**config.mk**
```make
export PLATFORM = sky130hd
export DESIGN_NAME = atb_ctrl
export DESIGN_NICKNAME = d
export VERILOG_FILES = /design/src/sv/atb_pkg.sv /design/src/sv/atb_ctrl.sv
export SDC_FILE = /design/constraint.sdc
export NUM_CORES = 1
export LEC_CHECK = 0
export BUFFER_PORTS_ARGS = -buffer_cell sky130_fd_sc_hd__buf_2
export CAP_MARGIN = 20
export CORE_MARGIN = 8
export CORE_UTILIZATION = 38
export CTS_BUF_LIST = sky130_fd_sc_hd__clkbuf_8 sky130_fd_sc_hd__clkbuf_16
export CTS_CLUSTER_SIZE = 25
export DETAILED_ROUTE_END_ITERATION = 8
export PLACE_DENSITY = 0.72
export SLEW_MARGIN = 20
export SYNTH_ARGS = -nofsm -noshare
export SYNTH_HDL_FRONTEND = slang
export SYNTH_SLANG_ARGS = --single-unit
```
**constraint.sdc**
```tcl
create_clock -name clk_i -period 1.76 [get_ports clk_i]
set_input_delay 0.088 -clock clk_i [delete_from_list [all_inputs] [get_ports clk_i]]
set_output_delay 0.088 -clock clk_i [all_outputs]
set_load 0.1 [all_outputs]
```
**src/sv/atb_pkg.sv**
```systemverilog
// Package: shared types, constants and helpers for the affine transform builder.
`default_nettype none
package atb_pkg;

  localparam int unsigned CordicSteps = 16;
  localparam int unsigned StepW = $clog2(CordicSteps + 1);

  localparam logic [2:0] FuncIdent = 3'd0;
  localparam logic [2:0] FuncScale = 3'd1;
  localparam logic [2:0] FuncTrans = 3'd2;
  localparam logic [2:0] FuncRot = 3'd3;
  localparam logic [2:0] FuncPoint = 3'd4;

  localparam logic [1:0] AxisX = 2'd0;
  localparam logic [1:0] AxisY = 2'd1;
  localparam logic [1:0] AxisZ = 2'd2;

  localparam logic signed [31:0] OneQ16 = 32'sd65536;
  localparam logic signed [27:0] Deg90 = 28'sd5898240;
  localparam logic signed [27:0] Deg180 = 28'sd11796480;
  localparam logic signed [27:0] Deg360 = 28'sd23592960;
  localparam logic signed [33:0] CordicGain = 34'sd652032874;

  typedef enum logic [2:0] {
    OpNone = 3'd0,
    OpIdent = 3'd1,
    OpScale = 3'd2,
    OpTrans = 3'd3,
    OpLoad = 3'd4,
    OpCordic = 3'd5,
    OpMac = 3'd6,
    OpWrite = 3'd7
  } op_e;

  typedef struct packed {
    op_e op;
    logic [1:0] row;
    logic [1:0] col;
    logic [1:0] term;
    logic       out_slot;
  } cmd_t;

  typedef struct packed {
    logic cordic_done;
  } stat_t;

  function automatic logic signed [27:0] atan_tab(input logic [4:0] i);
    logic signed [27:0] r;
    begin
      unique case (i)
        5'd0: r = 28'sd2949120;  5'd1: r = 28'sd1740967;
        5'd2: r = 28'sd919879;   5'd3: r = 28'sd466945;
        5'd4: r = 28'sd234379;   5'd5: r = 28'sd117304;
        5'd6: r = 28'sd58666;    5'd7: r = 28'sd29335;
        5'd8: r = 28'sd14668;    5'd9: r = 28'sd7334;
        5'd10: r = 28'sd3667;    5'd11: r = 28'sd1833;
        5'd12: r = 28'sd917;     5'd13: r = 28'sd458;
        5'd14: r = 28'sd229;     5'd15: r = 28'sd115;
        5'd16: r = 28'sd57;      5'd17: r = 28'sd29;
        5'd18: r = 28'sd14;      5'd19: r = 28'sd7;
        5'd20: r = 28'sd4;       5'd21: r = 28'sd2;
        5'd22: r = 28'sd1;
        default: r = 28'sd0;
      endcase
      return r;
    end
  endfunction

  function automatic logic signed [31:0] sat32(input logic signed [49:0] v);
    logic signed [31:0] r;
    begin
      if (v > 50'sd2147483647) r = 32'sh7fffffff;
      else if (v < -50'sd2147483648) r = 32'sh80000000;
      else r = v[31:0];
      return r;
    end
  endfunction

endpackage
`default_nettype wire

```
**src/sv/atb_ctrl.sv**
```systemverilog
// Controller: sequences identity, scale, translate, rotate and point commands.
`default_nettype none
module atb_ctrl import atb_pkg::*; (
  input  wire logic       clk_i,
  input  wire logic       rst_ni,
  input  wire logic       start_i,
  input  wire logic [2:0] func_i,
  input  wire logic [1:0] axis_i,
  input  wire stat_t      stat_i,
  input  wire logic       out_busy_i,
  output cmd_t            cmd_o,
  output logic            busy_o,
  output logic            out_push_o
);

  typedef enum logic [5:0] {
    StIdle = 6'b000001,
    StCord = 6'b000010,
    StRot  = 6'b000100,
    StPt   = 6'b001000,
    StWait = 6'b010000,
    StOne  = 6'b100000
  } state_e;

  state_e state_q, state_d;
  logic [2:0] func_q, func_d;
  logic [1:0] axis_q, axis_d;
  logic [1:0] col_q, col_d;
  logic [1:0] term_q, term_d;
  logic [1:0] row_q, row_d;

  always_comb begin
    state_d = state_q;
    func_d = func_q;
    axis_d = axis_q;
    col_d = col_q;
    term_d = term_q;
    row_d = row_q;
    cmd_o = '{op: OpNone, row: row_q, col: col_q, term: term_q, out_slot: 1'b0};
    out_push_o = 1'b0;
    unique case (state_q)
      StIdle: begin
        if (start_i) begin
          func_d = func_i;
          axis_d = axis_i;
          col_d = '0;
          term_d = '0;
          row_d = '0;
          cmd_o.op = OpLoad;
          priority if (func_i == FuncRot) state_d = StCord;
          else if (func_i == FuncPoint) state_d = StPt;
          else state_d = StOne;
        end
      end
      StOne: begin
        priority if (func_q == FuncIdent) cmd_o.op = OpIdent;
        else if (func_q == FuncScale) cmd_o.op = OpScale;
        else if (func_q == FuncTrans) cmd_o.op = OpTrans;
        else cmd_o.op = OpNone;
        state_d = StIdle;
      end
      StCord: begin
        cmd_o.op = OpCordic;
        if (stat_i.cordic_done) begin
          if (axis_q == 2'd3) state_d = StIdle;
          else state_d = StRot;
        end
      end
      StRot: begin
        // term 0/1 accumulate row a, term 2/3 row b, then write both
        cmd_o.row = axis_q;
        if (term_q == 2'd3 && row_q == 2'd1) begin
          cmd_o.op = OpWrite;
          row_d = '0;
          term_d = '0;
          col_d = col_q + 2'd1;
          if (col_q == 2'd3) state_d = StIdle;
        end else begin
          cmd_o.op = OpMac;
          if (term_q == 2'd3) row_d = 2'd1;
          else term_d = term_q + 2'd1;
        end
      end
      StPt: begin
        cmd_o.op = OpMac;
        cmd_o.row = row_q;
        if (term_q == 2'd2) begin
          term_d = '0;
          cmd_o.out_slot = 1'b1;
          if (row_q == 2'd2) state_d = StWait;
          else row_d = row_q + 2'd1;
        end else term_d = term_q + 2'd1;
      end
      StWait: begin
        if (!out_busy_i) begin
          out_push_o = 1'b1;
          state_d = StIdle;
        end
      end
      default: state_d = StIdle;
    endcase
  end

  assign busy_o = (state_q != StIdle);

  always_ff @(posedge clk_i or negedge rst_ni) begin
    if (!rst_ni) begin
      state_q <= StIdle;
      func_q <= '0;
      axis_q <= '0;
      col_q <= '0;
      term_q <= '0;
      row_q <= '0;
    end else begin
      state_q <= state_d;
      func_q <= func_d;
      axis_q <= axis_d;
      col_q <= col_d;
      term_q <= term_d;
      row_q <= row_d;
    end
  end

endmodule
`default_nettype wire

```
==> summary.txt <==
Logic synthesis
  – Synth async-reset ratio: 100.0%
  – Mapped Cells: about 110
  – Post-Syn Area per Cell: 9.933 um2
  – Syn nets: 132
  – Mapped cell area: ~0.0011 mm2
  – Synth top area cells: dfrtp_1 (35%), ha_1 (8.8%), mux2_2 (5.0%), nor4_4 (3.8%), nand2_1 (3.6%)
  – Post-synthesis sequential area ratio: 37.68%
  – Synth Register Bits: 17
  – Dominant cell type by area after synthesis: dfrtp_1
  – Most common flop cell mapped by yosys: dfrtp_1
  – Post-synth top area share: between 30% and 40%
  – EDFF count, synth: 0
  – Synth unique cells: 39
  – Yosys warnings: 0

STA
  – Worst-case clock skew: slightly below 6 ps
  – Min Tclk post-route: 1899 ps
  – Max-slew violation count: 0
  – Final hold vios: 0
  – Fmax: 526.5 MHz
  – Final period util: 107.9%
  – Worst relative slew slack: a little under 70%
  – Setup TNS: -776.5 ps
  – Unrepaired setup endpoints after global routing: yes
  – Count of final setup violators: 8
  – Setup WS post-layout: -139.5 ps
  – Slew @ Worst Pin: 488.2 ps

Worst setup path
  – Crit path max fanout: 4
  – Startpoint types: flip-flop
  – Kind of end point of the critical path: output port
  – Critical path type: reg2out
  – Req. time, crit path: 1670 ps
  – FF-to-FF End: term_q[1]
  – Reg-to-Reg Start: state_q[1]
  – Worst reg-to-reg setup slack: -110 ps
  – Cells on worst reg2reg path: 6
  – Crit path arrival time: approximately 1800 ps

Power and ir drop
  – Leak Pwr: 0.8073 nW
  – Total power: ~2.3 mW
  – Worst VDD drop: 0.0008372 V
  – PwrDens: between 1000 and 1500 mW/mm2

Outcome
  – Outcome: finished with violations
  – Violated checks: negative setup slack

Floorplanning
  – Die Width: 70.59 um
  – Core area: between 0.002 and 0.003 mm2
  – I/O pins: 22
  – Die area: 0.004982 mm2
  – Die Y: 70.59 um
  – Starting Density: 38.35%
  – FP Rows: 20

Routing
  – WL final: 3.489 mm
  – Initial DRC Count: 39
  – DR DRC count: 0
  – DR vias: 1136
  – Drt via density: 5.709
  – Final ANT Viol Nets: 0
  – Wire length per cell: 17.53 um
  – DRT Pass-1 Iters: 4

Clocking
  – CTS H-tree depth: 1
  – Worst-skew pair later-pin latency: 260 ps
  – Longest Clk Path Bufs: 2
  – Clk slew on worst S/H paths: around 70 ps
  – Clock root buffer master: clkbuf_8
  – Num CTS Buffers: 3
  – CTS tree: built
  – Clock tree sinks: 17

Global route
  – Gr usage total: 12.57%
  – Initial antenna violation count: 0
  – Grt ovf: 0
  – Largest net degree at the start of global routing: 18
  – First-pass GRT wire length: 5.099 mm
  – Via count of the first global-routing pass: about 1100

Final layout
  – Count of nets after finishing: 185
  – N_diodes: 0
  – Fin util: slightly above 60%
  – Share of layout cells above drive strength 1: 54.22%
  – Area Overhead vs Synth: 62.21%
  – Fin area: 0.001837 mm2

Placement
  – Dpl hpwl: 2.301 mm
  – Post-DP Area: ~0.0015 mm2
  – PortBufs: 21
  – Final GP Congestion: 0.8487

Min path
  – Worst hold path type: in2reg
  – Hold path endpoint: axis_q[1]
  – Hold Crit Start: axis_i[1]
  – Hold Path Stages: 2

Run
  – Max Cap Viol: 0
[timing repair]
| action | in CTS | in global routing |
|---|---|---|
| endpoints found under the hold margin | 16 | 0 |
| resized for setup | 13 | 13 |
| hold buffers | 1 | 0 |
| endpoints found under the setup margin | 6 | 9 |
| pin swaps | 5 | 3 |
| buffers inserted | 10 | 7 |
[critical path, cell delays in order, from the launching register on]
cell and delay [ps]:
dfrtp_1 410, or4_4 570, nor2_4 180, nand2_1 120, o21ai_4 80, buf_12 190
[power by group]
group | switching, mW | internal [mW]
clock | 0.142 | 0.155
combinational | 0.756 | 0.643
sequential | 0.110 | 0.500
total | 1.01 | 1.30
[routing by layer]
layer / up-vias / track usage [%] / wire [um]
met5: - / 0 / 0
met4: 0 / 3.926 / 99
met2: 40 / 22.37 / 1839
met3: 15 / 2.684 / 171
met1: 552 / 14.56 / 1379
li1: 529 / - / -
[registers in the layout, indices dropped and copies added (netlist names)]
| register | cells |
|---|---|
| col_q | 2 |
| axis_q | 2 |
| row_q | 2 |
| term_q | 2 |
| func_q | 3 |
| state_q | 6 |
[layout make-up]
class / count / area [um2]
sequential: 17 / 436.7
tap: 33 / 41.29
fill: 232 / 1116
multi-input combinational: 90 / 827.0
clock inverter: 1 / 3.754
timing repair buffer: 49 / 464.2
inverter: 6 / 22.52
clock buffer: 3 / 41.29
[Yosys cell counts, drive strengths merged, types with 3 or more instances]
master	n
nor4	3
mux2	6
ha	8
nor2	10
o21ai	7
dfrtp	16
inv	6
xnor2	3
nand2	11
nand3	5
mux2i	4
nand4	4
nor2b	3
[cells in the final DEF (no fill, tap or decap), types with 5 or more instances in the layout]
master | synthesis | routed
inv_1 | 6 | 6
buf_6 | 0 | 7
nand2_1 | 11 | 8
nor2_1 | 9 | 7
ha_1 | 8 | 7
buf_4 | 0 | 20
dfrtp_1 | 16 | 12
buf_12 | 0 | 8
buf_2 | 1 | 13
mux2_2 | 5 | 5
[logic make-up after synthesis]
kind of cell    share of synthesized area (%)
flops                                   37.68
xor+xnor                                2.321
simple gates                            23.98
mux                                     9.502
buf+inv                                 2.430
fa+ha+maj                               8.840
compound gates                          15.25
[stage by stage]
stage	setup slack (ps)	std cells	hold slack, ps
global placement	58.31	177	36.78
CTS	-103.6	192	54.47
floorplan	-5.048	114	-207.6
finish	-139.5	199	55.00
global route	-168.6	199	59.49
detailed placement	-13.82	177	38.12
[worst max-delay path by stage]
stage,startpoint,end,slack [ps],cells after the start
final,state_q[1],cmd_o[5],-140,5
after global routing,state_q[1],cmd_o[5],-170,5
after CTS,state_q[0],cmd_o[5],-100,5
after detailed placement,state_q[1],term_q[0],-10,4
after global placement,state_q[1],term_q[0],60,4
after floorplan,term_q[0],cmd_o[7],-5,3
Note: power is estimated with default switching activity, not from simulation.
